[config.mk]
export PLATFORM = sky130hd
export DESIGN_NAME = hid_report_deframer_top_flat
export DESIGN_NICKNAME = d
export VERILOG_FILES = /design/src/rtl/core/hrd_pkg.sv /design/src/rtl/core/hrd_in_if.sv /design/src/rtl/core/hrd_out_if.sv /design/src/rtl/core/hrd_core.sv /design/src/rtl/core/hrd_skid.sv /design/src/rtl/core/hid_report_deframer_top.sv /design/src/flat_wrapper.sv
export SDC_FILE = /design/constraint.sdc
export NUM_CORES = 1
export LEC_CHECK = 0
export BUFFER_PORTS_ARGS = -buffer_cell sky130_fd_sc_hd__buf_2
export CAP_MARGIN = 10
export CORE_MARGIN = 1.5
export CORE_UTILIZATION = 28
export CTS_CLUSTER_DIAMETER = 200
export DETAILED_ROUTE_END_ITERATION = 10
export PLACE_DENSITY = 0.41
export SYNTH_ARGS = -nofsm -noshare
export SYNTH_HDL_FRONTEND = slang
export SYNTH_SLANG_ARGS = --single-unit
export TNS_END_PERCENT = 20
[constraint.sdc]
create_clock -name i_clk -period 5.2 [get_ports i_clk]
set_input_delay 0.52 -clock i_clk [delete_from_list [all_inputs] [get_ports i_clk]]
set_output_delay 0.52 -clock i_clk [all_outputs]
set_load 0.03 [all_outputs]
[src/rtl/core/hrd_pkg.sv]
// ----------------------------------------------------------------------------
// hrd_pkg
// shared constants and types of the hid report deframer
// ----------------------------------------------------------------------------
package hrd_pkg;

    localparam int REPORT_BYTES = 64;
    localparam int OFFSET_W     = $clog2(REPORT_BYTES);

    localparam logic [7:0] MARK_Q = 8'h3F;
    localparam logic [7:0] MARK_H = 8'h23;

    localparam logic [1:0] STATUS_OK       = 2'd0;
    localparam logic [1:0] STATUS_BAD_HDR  = 2'd1;
    localparam logic [1:0] STATUS_BAD_CONT = 2'd2;

    typedef struct packed {
        logic [7:0]  payload_byte;
        logic [15:0] message_type;
        logic        byte_valid;
        logic        end_of_message;
        logic [1:0]  status;
    } t_result;

endpackage

[src/rtl/core/hrd_in_if.sv]
// ----------------------------------------------------------------------------
// hrd_in_if
// byte stream channel into the deframer
// ----------------------------------------------------------------------------
interface hrd_in_if;
    logic       valid;
    logic       ready;
    logic [7:0] data_byte;

    modport source (output valid, output data_byte, input ready);
    modport sink (input valid, input data_byte, output ready);
endinterface

[src/rtl/core/hrd_out_if.sv]
// ----------------------------------------------------------------------------
// hrd_out_if
// result channel out of the deframer
// ----------------------------------------------------------------------------
interface hrd_out_if;
    logic        valid;
    logic        ready;
    logic [7:0]  payload_byte;
    logic [15:0] message_type;
    logic        byte_valid;
    logic        end_of_message;
    logic [1:0]  status;

    modport source (output valid, output payload_byte, output message_type,
                    output byte_valid, output end_of_message, output status,
                    input ready);
    modport sink (input valid, input payload_byte, input message_type,
                  input byte_valid, input end_of_message, input status,
                  output ready);
endinterface

[src/rtl/core/hrd_core.sv]
// ----------------------------------------------------------------------------
// hrd_core
// report framing state, header capture and per-beat result decision
// ----------------------------------------------------------------------------
module hrd_core (
    input  logic             i_clk,
    input  logic             i_rst_n,
    input  logic             i_accept,
    input  logic [7:0]       i_data_byte,
    output logic             o_res_valid,
    output hrd_pkg::t_result o_res
);

    localparam logic [1:0] PH_FIRST   = 2'd0;
    localparam logic [1:0] PH_PAYLOAD = 2'd1;
    localparam logic [1:0] PH_DRAIN   = 2'd2;

    localparam logic [hrd_pkg::OFFSET_W-1:0] OFF_LAST =
        hrd_pkg::OFFSET_W'(hrd_pkg::REPORT_BYTES - 1);

    logic [hrd_pkg::OFFSET_W-1:0] r_offset, n_offset;
    logic [1:0]                   r_phase, n_phase;
    logic [15:0]                  r_type, n_type;
    logic [31:0]                  r_length, n_length;
    logic [31:0]                  r_count, n_count;
    logic [31:0]                  count_inc;
    logic [31:0]                  full_length;
    logic [1:0]                   phase_step;

    assign count_inc   = r_count + 32'd1;
    assign full_length = {r_length[31:8], i_data_byte};

    always_comb begin
        phase_step  = r_phase;
        n_type      = r_type;
        n_length    = r_length;
        n_count     = r_count;
        o_res_valid = 1'b0;
        o_res       = '0;
        case (r_phase)
            PH_FIRST: begin
                case (r_offset)
                    hrd_pkg::OFFSET_W'(0), hrd_pkg::OFFSET_W'(1),
                    hrd_pkg::OFFSET_W'(2): begin
                        if (i_data_byte != ((r_offset == '0) ? hrd_pkg::MARK_Q
                                                             : hrd_pkg::MARK_H)) begin
                            o_res_valid = 1'b1;
                            o_res.status = hrd_pkg::STATUS_BAD_HDR;
                            phase_step = PH_DRAIN;
                        end
                    end
                    hrd_pkg::OFFSET_W'(3): n_type = {i_data_byte, 8'h00};
                    hrd_pkg::OFFSET_W'(4): n_type = {r_type[15:8], i_data_byte};
                    hrd_pkg::OFFSET_W'(5): n_length = {i_data_byte, 24'h0};
                    hrd_pkg::OFFSET_W'(6): n_length = {r_length[31:24], i_data_byte, 16'h0};
                    hrd_pkg::OFFSET_W'(7): n_length = {r_length[31:16], i_data_byte, 8'h00};
                    hrd_pkg::OFFSET_W'(8): begin
                        n_length = full_length;
                        n_count  = '0;
                        if (full_length == '0) begin
                            o_res_valid = 1'b1;
                            o_res.message_type   = r_type;
                            o_res.end_of_message = 1'b1;
                            o_res.status         = hrd_pkg::STATUS_OK;
                            phase_step = PH_DRAIN;
                        end else begin
                            phase_step = PH_PAYLOAD;
                        end
                    end
                    default: ;
                endcase
            end
            PH_PAYLOAD: begin
                if (r_offset == '0) begin
                    if (i_data_byte != hrd_pkg::MARK_Q) begin
                        o_res_valid = 1'b1;
                        o_res.status = hrd_pkg::STATUS_BAD_CONT;
                        phase_step = PH_DRAIN;
                    end
                end else begin
                    n_count = count_inc;
                    o_res_valid = 1'b1;
                    o_res.payload_byte   = i_data_byte;
                    o_res.message_type   = r_type;
                    o_res.byte_valid     = 1'b1;
                    o_res.end_of_message = (count_inc == r_length);
                    o_res.status         = hrd_pkg::STATUS_OK;
                    if (count_inc == r_length) begin
                        phase_step = PH_DRAIN;
                    end
                end
            end
            default: ;
        endcase

        if (r_offset == OFF_LAST) begin
            n_offset = '0;
            n_phase  = (phase_step == PH_DRAIN) ? PH_FIRST : phase_step;
        end else begin
            n_offset = r_offset + hrd_pkg::OFFSET_W'(1);
            n_phase  = phase_step;
        end
    end

    always_ff @(posedge i_clk) begin
        if (!i_rst_n) begin
            r_offset <= '0;
            r_phase  <= PH_FIRST;
            r_type   <= '0;
            r_length <= '0;
            r_count  <= '0;
        end else if (i_accept) begin
            r_offset <= n_offset;
            r_phase  <= n_phase;
            r_type   <= n_type;
            r_length <= n_length;
            r_count  <= n_count;
        end
    end

endmodule

[src/rtl/core/hrd_skid.sv]
// ----------------------------------------------------------------------------
// hrd_skid
// two-entry result register with skid stage toward the output channel
// ----------------------------------------------------------------------------
module hrd_skid (
    input  logic             i_clk,
    input  logic             i_rst_n,
    input  logic             i_push,
    input  hrd_pkg::t_result i_res,
    output logic             o_ready,
    hrd_out_if.source        o_out
);

    logic             r_main_v, n_main_v;
    logic             r_skid_v, n_skid_v;
    hrd_pkg::t_result r_main, n_main;
    hrd_pkg::t_result r_skid, n_skid;
    logic             pop;

    assign o_ready = !r_skid_v;
    assign pop     = r_main_v && o_out.ready;

    always_comb begin
        n_main_v = r_main_v;
        n_skid_v = r_skid_v;
        n_main   = r_main;
        n_skid   = r_skid;
        if (r_skid_v) begin
            if (pop) begin
                n_main   = r_skid;
                n_skid_v = 1'b0;
            end
        end else if (i_push) begin
            if (!r_main_v || pop) begin
                n_main   = i_res;
                n_main_v = 1'b1;
            end else begin
                n_skid   = i_res;
                n_skid_v = 1'b1;
            end
        end else if (pop) begin
            n_main_v = 1'b0;
        end
    end

    always_ff @(posedge i_clk) begin
        if (!i_rst_n) begin
            r_main_v <= 1'b0;
            r_skid_v <= 1'b0;
        end else begin
            r_main_v <= n_main_v;
            r_skid_v <= n_skid_v;
        end
    end

    always_ff @(posedge i_clk) begin
        r_main <= n_main;
        r_skid <= n_skid;
    end

    assign o_out.valid          = r_main_v;
    assign o_out.payload_byte   = r_main.payload_byte;
    assign o_out.message_type   = r_main.message_type;
    assign o_out.byte_valid     = r_main.byte_valid;
    assign o_out.end_of_message = r_main.end_of_message;
    assign o_out.status         = r_main.status;

endmodule

[src/rtl/core/hid_report_deframer_top.sv]
// ----------------------------------------------------------------------------
// hid_report_deframer_top
// a result beat is registered in the output register pair before it is offered
// throughput: one input beat per cycle, limited by the output register pair
// input ready drops only while both result entries are full
// reset: synchronous active low, framing restarts waiting for a first report
// ----------------------------------------------------------------------------
module hid_report_deframer_top (
    input  logic     i_clk,
    input  logic     i_rst_n,
    hrd_in_if.sink   i_in,
    hrd_out_if.source o_out
);

    logic             accept;
    logic             res_valid;
    logic             skid_ready;
    hrd_pkg::t_result res;

    assign i_in.ready = skid_ready;
    assign accept     = i_in.valid && skid_ready;

    hrd_core u_core (
        .i_clk       (i_clk),
        .i_rst_n     (i_rst_n),
        .i_accept    (accept),
        .i_data_byte (i_in.data_byte),
        .o_res_valid (res_valid),
        .o_res       (res)
    );

    hrd_skid u_skid (
        .i_clk   (i_clk),
        .i_rst_n (i_rst_n),
        .i_push  (accept && res_valid),
        .i_res   (res),
        .o_ready (skid_ready),
        .o_out   (o_out)
    );

endmodule
[src/flat_wrapper.sv]
// flat-port wrapper written by rule: the top's interface ports become plain ports
module hid_report_deframer_top_flat 
  (i_clk, i_rst_n, i_in_valid, i_in_data_byte, i_in_ready, o_out_valid, o_out_payload_byte, o_out_message_type, o_out_byte_valid, o_out_end_of_message, o_out_status, o_out_ready);
  hrd_in_if i_in_i ();
  hrd_out_if o_out_i ();
  input  logic i_clk;
  input  logic i_rst_n;
  input wire logic [$bits(i_in_i.valid)-1:0] i_in_valid;
  input wire logic [$bits(i_in_i.data_byte)-1:0] i_in_data_byte;
  output wire logic [$bits(i_in_i.ready)-1:0] i_in_ready;
  output wire logic [$bits(o_out_i.valid)-1:0] o_out_valid;
  output wire logic [$bits(o_out_i.payload_byte)-1:0] o_out_payload_byte;
  output wire logic [$bits(o_out_i.message_type)-1:0] o_out_message_type;
  output wire logic [$bits(o_out_i.byte_valid)-1:0] o_out_byte_valid;
  output wire logic [$bits(o_out_i.end_of_message)-1:0] o_out_end_of_message;
  output wire logic [$bits(o_out_i.status)-1:0] o_out_status;
  input wire logic [$bits(o_out_i.ready)-1:0] o_out_ready;
  assign i_in_i.valid = i_in_valid;
  assign i_in_i.data_byte = i_in_data_byte;
  assign i_in_ready = i_in_i.ready;
  assign o_out_valid = o_out_i.valid;
  assign o_out_payload_byte = o_out_i.payload_byte;
  assign o_out_message_type = o_out_i.message_type;
  assign o_out_byte_valid = o_out_i.byte_valid;
  assign o_out_end_of_message = o_out_i.end_of_message;
  assign o_out_status = o_out_i.status;
  assign o_out_i.ready = o_out_ready;
  hid_report_deframer_top u_core (.i_clk(i_clk), .i_rst_n(i_rst_n), .i_in(i_in_i), .o_out(o_out_i));
endmodule
# Word-level counts from Yosys, hierarchy flattened
# Cells that the tools add are included.
dict set report totals {
  mem_bits_ro 0
  latch_bits 0
  register_bits 146
  inputBits 12
  n_memories 0
  ram_bits 0
  out_inout_bits 30
}
dict set report classes {
  n_lt_le_gt_ge 0
  n_mul 0
  n_div 0
  eq_ne 18
  add_sub_neg 2
  reduce_logical 28
  bitwise_logic 6
  n_shift 0
  mux 46
}
# operator n
set ops {}
lappend ops {{32-bit one-hot mux with 4 select lines} 1}
lappend ops {{28-bit 2-to-1 mux} 4}
lappend ops {{32-bit 2-to-1 mux} 2}
lappend ops {{16-bit one-hot mux with 2 select lines} 2}
lappend ops {{32-bit one-hot mux with 2 select lines} 1}
lappend ops {{32-bit by 1-bit adder with 32-bit output (second input constant)} 1}
lappend ops {{32-bit equality test} 1}
lappend ops {{32-bit zero test} 1}
lappend ops {{16-bit 2-to-1 mux} 2}
lappend ops {{26-bit 2-to-1 mux} 1}
lappend ops {{6-bit by 3-bit equality test with 1-bit output (second input constant)} 4}
lappend ops {{2-bit 2-to-1 mux} 9}
lappend ops {{3-bit AND reduction} 5}
lappend ops {{1-bit 2-to-1 mux} 14}
lappend ops {{6-bit by 2-bit equality test with 1-bit output (second input constant)} 2}
lappend ops {{2-bit one-hot mux with 2 select lines} 3}
lappend ops {{4-bit AND reduction} 3}
lappend ops {{2-bit nonzero test} 6}
lappend ops {{8-bit 2-to-1 mux} 1}
lappend ops {{8-bit by 6-bit != test with 1-bit output} 1}
lappend ops {{8-bit by 6-bit != test with 1-bit output (second input constant)} 1}
lappend ops {{6-bit by 1-bit adder with 6-bit output (second input constant)} 1}
lappend ops {{6-bit by 1-bit equality test with 1-bit output (second input constant)} 1}
lappend ops {{6-bit by 4-bit equality test with 1-bit output (second input constant)} 1}
lappend ops {{21 further kinds} 32}

# Longest topological paths before layout
dict set report depth {
  word_depth 9
  ltp_mapped 10
  mapped_depth_nobuf 9
}

# By module
# Synthesis repeated with hierarchy kept, for this count alone.
dict set report unflattened {
  hier_cells 835
  area_unflattened_um2 8010.2
}
# module area_per_inst_um2 cells_each instances
set by_module_without_submodules {}
lappend by_module_without_submodules {hrd_core 5715.5 731 1}
lappend by_module_without_submodules {hrd_skid 2282.2 102 1}
lappend by_module_without_submodules {hid_report_deframer_top 12.5 2 1}

# Least setup slack after synthesis
# Ideal clock, no wire load.
dict set report synth_timing {
  path_type {register to register}
  from {register u_core.u_core.r_offset[2] in the netlist's numbering}
  to {register u_core.u_skid.r_skid[0] in the netlist's numbering, enable pin}
  required_ns 4.752
  path_slack_ns 0.714
  path_buffers 1
  arrival_time_ns 4.038
  path_stages_with_launch 8
  synth_period_minus_slack_ns 4.486
  cell_sequence {dfxtp_1 > clkbuf_1 > nor4_1 > nand2_1 > ha_1 > a41o_1 > a311o_1 > nor3_1}
}
dict set report synth_via {
  elab_chain_len 8
}
# item line
set synth_rtl {}
lappend synth_rtl {{start: declaration} hrd_core.sv:21} ;# logic [hrd_pkg::OFFSET_W-1:0] r_offset, n_offset;
lappend synth_rtl {{start signal: assignment} hrd_core.sv:113} ;# r_offset <= n_offset;
lappend synth_rtl {{6-bit zero test} {hrd_core.sv:42, hrd_core.sv:45, hrd_core.sv:74}}
lappend synth_rtl {{5-bit 2-to-1 mux} hrd_core.sv:45} ;# if (i_data_byte != ((r_offset == '0) ? hrd_pkg::MARK_Q
lappend synth_rtl {{8-bit by 6-bit != test with 1-bit output} hrd_core.sv:45}
lappend synth_rtl {{1-bit 2-to-1 mux} hrd_core.sv:45}
lappend synth_rtl {{1-bit one-hot mux with 2 select lines} hrd_core.sv:42} ;# case (r_offset)
lappend synth_rtl {{1-bit one-hot mux with 2 select lines (*)} hrd_core.sv:40} ;# case (r_phase)
lappend synth_rtl {{1-bit logical AND (*)} hid_report_deframer_top.sv:35} ;# .i_push (accept && res_valid),
lappend synth_rtl {{3-bit AND reduction (no source line) (*)} n/a}
lappend synth_rtl {{end signal: assignment} hrd_skid.sv:58} ;# r_skid <= n_skid;
lappend synth_rtl {{end: declaration} hrd_skid.sv:17} ;# hrd_pkg::t_result r_skid, n_skid;
# Every way passes the cells marked *; elsewhere a longest branch is shown, timed or not.
# A chain may end at the register's enable or synchronous reset.

==> metrics.md <==
| Metric | Value |
|---|---|
| CP arrival | 3.95 ns |
| Syn Std Cell Area | 7730 µm² |
| Critical path class | reg -> reg |
| DR pass1 iterations | 5 |
| Maximum VDD drop | 0.159 mV |
| Boundary Pins | 42 |
| Deepest clock path buffer count | 2 |
| Post-synthesis sequential area ratio | 45.1% |
| Worst-path maximum fanout | 14 |
| Most frequent cells in the layout | dfxtp_1 (90), nor2_1 (80), a21oi_1 (61) |
| Worst setup SP type | flop |
| Standard-cell rows | 60 |
| Relative slew slack | 20.9% |
| Clock share of power | 45.1% |
| Reg2reg start | u_core.u_core.r_count[4] |
| Net Sw Frac | 29.3% |
| Clock Tree Root | clkbuf_16 |
| Flop-to-flop setup slack | 1.49 ns |
| Pwr per Cell Area | 317 nW/µm² |
| Met3 wire length | 883 µm |
| Total congestion overflow | 0 |
| Total GRT Usage | 16.9% |
| Via count | 6399 |
| Hold EP | u_core.u_skid.r_skid_v |
| Worst hold stages | 3 |
| Die height | 169 µm |
| P_int | 0.00197 W |
| RD Place Congestion | 0.791 |
| Pin count of the biggest net entering global routing | 42 |
| Hold Startpoint | o_out_ready |
| Worst Skew | 0.0227 ns |
| Filler cells | 2831 |
| H-tree Lvls | 4 |
| Most common cell after layout, fill and taps aside | dfxtp_1 |
| Setup bufs post-CTS | 0 |
| Number of enable flip-flop cells after synthesis | 56 |
| Initial antenna violation count | 0 |
| Met1 WL | 11500 µm |
| First-pass GRT wire length | 36600 µm |
| Fin. Hold Viols | 0 |
| Number of global-route vias before repair | 6107 |
| # port buffers | 41 |
| Final min period | 3.71 ns |
| Syn_area_per_cell | 9.20 µm² |
| Status | complete, no violations |
| Detailed Route WL | 23300 µm |
| Fin Hold WS | 0.454 ns |
| Setup TNS | 0 ns |
| Leak pwr | 3.13 nW |
| NetSw | 0.000814 W |
| Die area | 28600 µm² |
| Post-route DRC | 0 |
| Register share of total power | 45.5% |
| Syn-to-layout area delta | 13.5% |
| Post-CTS Resized | 0 |
| # hold bufs at CTS | 0 |
| Max cap viols | 0 |
| FF-to-FF End | u_core.u_skid.o_out.end_of_message |
| RSZ-0062 raised after global routing | false |
| Slew Viols, Final | 0 |
| Logic pwr share | 9.4% |
| Post-synth ARST share | 0% |
| Starting Density | 28.6% |
| CTS tree | built |
| Avg Vias per Cell | 5.35 |
| Top sig layer | met4 |
| Worst-margin pin slew | 1.18 ns |
| Final setup fails | 0 |
| TritonCTS Buffers | 17 |
| Std-Cell Core Area | 27000 µm² |
| Worst-Skew Late Latency | 0.45 ns |
| Met2 wire len | 10400 µm |
| Crit path required time | 5.44 ns |
| Share of the cycle needed by the critical path after routing | 71.3% |
| Post-DR wirelength/cell | 19.4 µm |
| Yosys warns | 0 |
| Die width | 169 µm |
| Reg clk slew, reported paths | 0.07 ns |
| Mapped Cells | 840 |
| Critical Path End Type | flop |
| FF+latch count, synth | 146 |
| ANT cells | 0 |
| Detail Route Antenna Nets | 0 |
| Syn Nets | 860 |
| Post-detail-place hpwl | 16200 µm |
| Nets | 863 |
| Max Freq | 0.270 GHz |
| Layout cells sized above 1 | 15.1% |
| CTS Sinks | 146 |
| Distinct cell type count after synthesis | 74 |
| Cell count of the worst reg-to-reg path | 7 |
| Top FF cell, synth | dfxtp_1 |
| HP Class | in -> reg |
| Initial DRC count | 406 |
-- power by group through the flow --
stage	sequential [W]	clock (W)	combinational, W
2_1_floorplan	0.00137	0	0.000104
3_3_place_gp	0.00129	0	0.000266
3_5_place_dp	0.00129	0	0.000266
4_1_cts	0.00127	0.00130	0.000267
5_1_grt	0.00127	0.00134	0.000284
6_report	0.00126	0.00125	0.000262
-- worst max-delay path by stage --
stage	start	end	slack, ns
final	u_core.u_core.r_count[4]	u_core.u_skid.o_out.end_of_message	1.49
after global routing	u_core.u_core.r_count[2]	u_core.u_skid.o_out.end_of_message	1.23
after CTS	u_core.u_core.r_count[2]	u_core.u_skid.o_out.end_of_message	1.55
after detailed placement	u_core.u_core.r_count[2]	u_core.u_skid.o_out.end_of_message	1.57
after global placement	u_core.u_core.r_count[3]	u_core.u_skid.o_out.end_of_message	1.65
after floorplan	u_core.u_core.r_offset[2]	u_core.u_skid.r_skid[0]	0.71
-- cell families after synthesis --
logic type	share of synthesized area [%]
compound gates	15.2
fa+ha+maj	1.29
mux	6.01
buf+inv	4.19
xor+xnor	4.76
simple gates	23.5
flops	45.1
-- flip-flops by register name, summed over array words and instances (netlist names), named ones only --
name and count:
u_core.u_core.r_length 32, u_core.u_core.r_offset 6, u_core.u_core.r_count 32, u_core.u_skid.o_out.byte_valid 1, u_core.u_skid.o_out.end_of_message 1, u_core.u_core.r_phase 1, u_core.u_core.r_type 16, u_core.u_skid.o_out.valid 1
u_core.u_skid.r_skid_v 1, u_core.u_skid.r_skid 28, u_core.u_skid.o_out.status 2, u_core.u_skid.o_out.payload_byte 8, u_core.u_skid.o_out.message_type 16
-- per-layer routing --
layer | track usage [%] | up-vias
li1 | - | 3119
met1 | 23.5 | 3100
met2 | 26.4 | 149
met3 | 3.10 | 31
met4 | 5.39 | 0
met5 | 0 | -
-- per-stage QoR --
stage / setup slack [ns] / util, % / std cells / instance area, µm² / total power (W)
after floorplan: 0.714 / - / 840 / 7730 / 0.00147
after detailed placement: 1.57 / 30.2 / 1165 / 8170 / 0.00156
final: 1.49 / 32.4 / 1197 / 8770 / 0.00278
after global routing: 1.23 / 32.4 / 1197 / 8770 / 0.00290
after global placement: 1.65 / 30.2 / 1165 / 8170 / 0.00156
after CTS: 1.55 / 32.4 / 1197 / 8770 / 0.00283
-- synth_stat cells, types with 8 or more instances --
library cell	instances	share of area, %
dfxtp_1	90	23
nor2_1	80	3.9
a21oi_1	61	3.9
edfxtp_1	56	22
clkbuf_1	52	2.5
nand2_1	46	2.2
o21ai_0	38	2.5
nand3_1	36	2.3
a22oi_1	28	2.7
and2_1	27	2.2
mux2_2	27	3.9
xnor2_1	24	2.7
nand4_1	23	1.9
nor3_1	23	1.5
nor4_1	22	1.8
xor2_1	18	2.0
mux2i_1	16	2.1
and3_1	14	1.1
inv_1	14	0.68
or3_1	13	1.1
a211oi_1	9	0.87
or4_1	9	0.87
a31oi_1	8	0.65
ha_1	8	1.3
nor2b_1	8	0.65
-- area by class of cell --
class	instances	area [µm²]	share of cell area (%)
clock buffers	17	425	4.85
repair buffers	48	258	2.94
multi-input cells	614	3950	45.0
inverters	16	60.1	0.685
flip-flops and latches	146	3480	39.7
clock inverters	15	170	1.94
well taps	341	427	4.87
-- critical path, cell delays in order, from the launching register on --
cell	delay [ns]
dfxtp_1	0.60
nand3_1	0.41
nor4_2	1.10
a21oi_1	0.20
o32a_1	0.41
a21oi_1	0.15
nand4_1	0.26
o31ai_1	0.36
(Power assumes the default switching activity.)
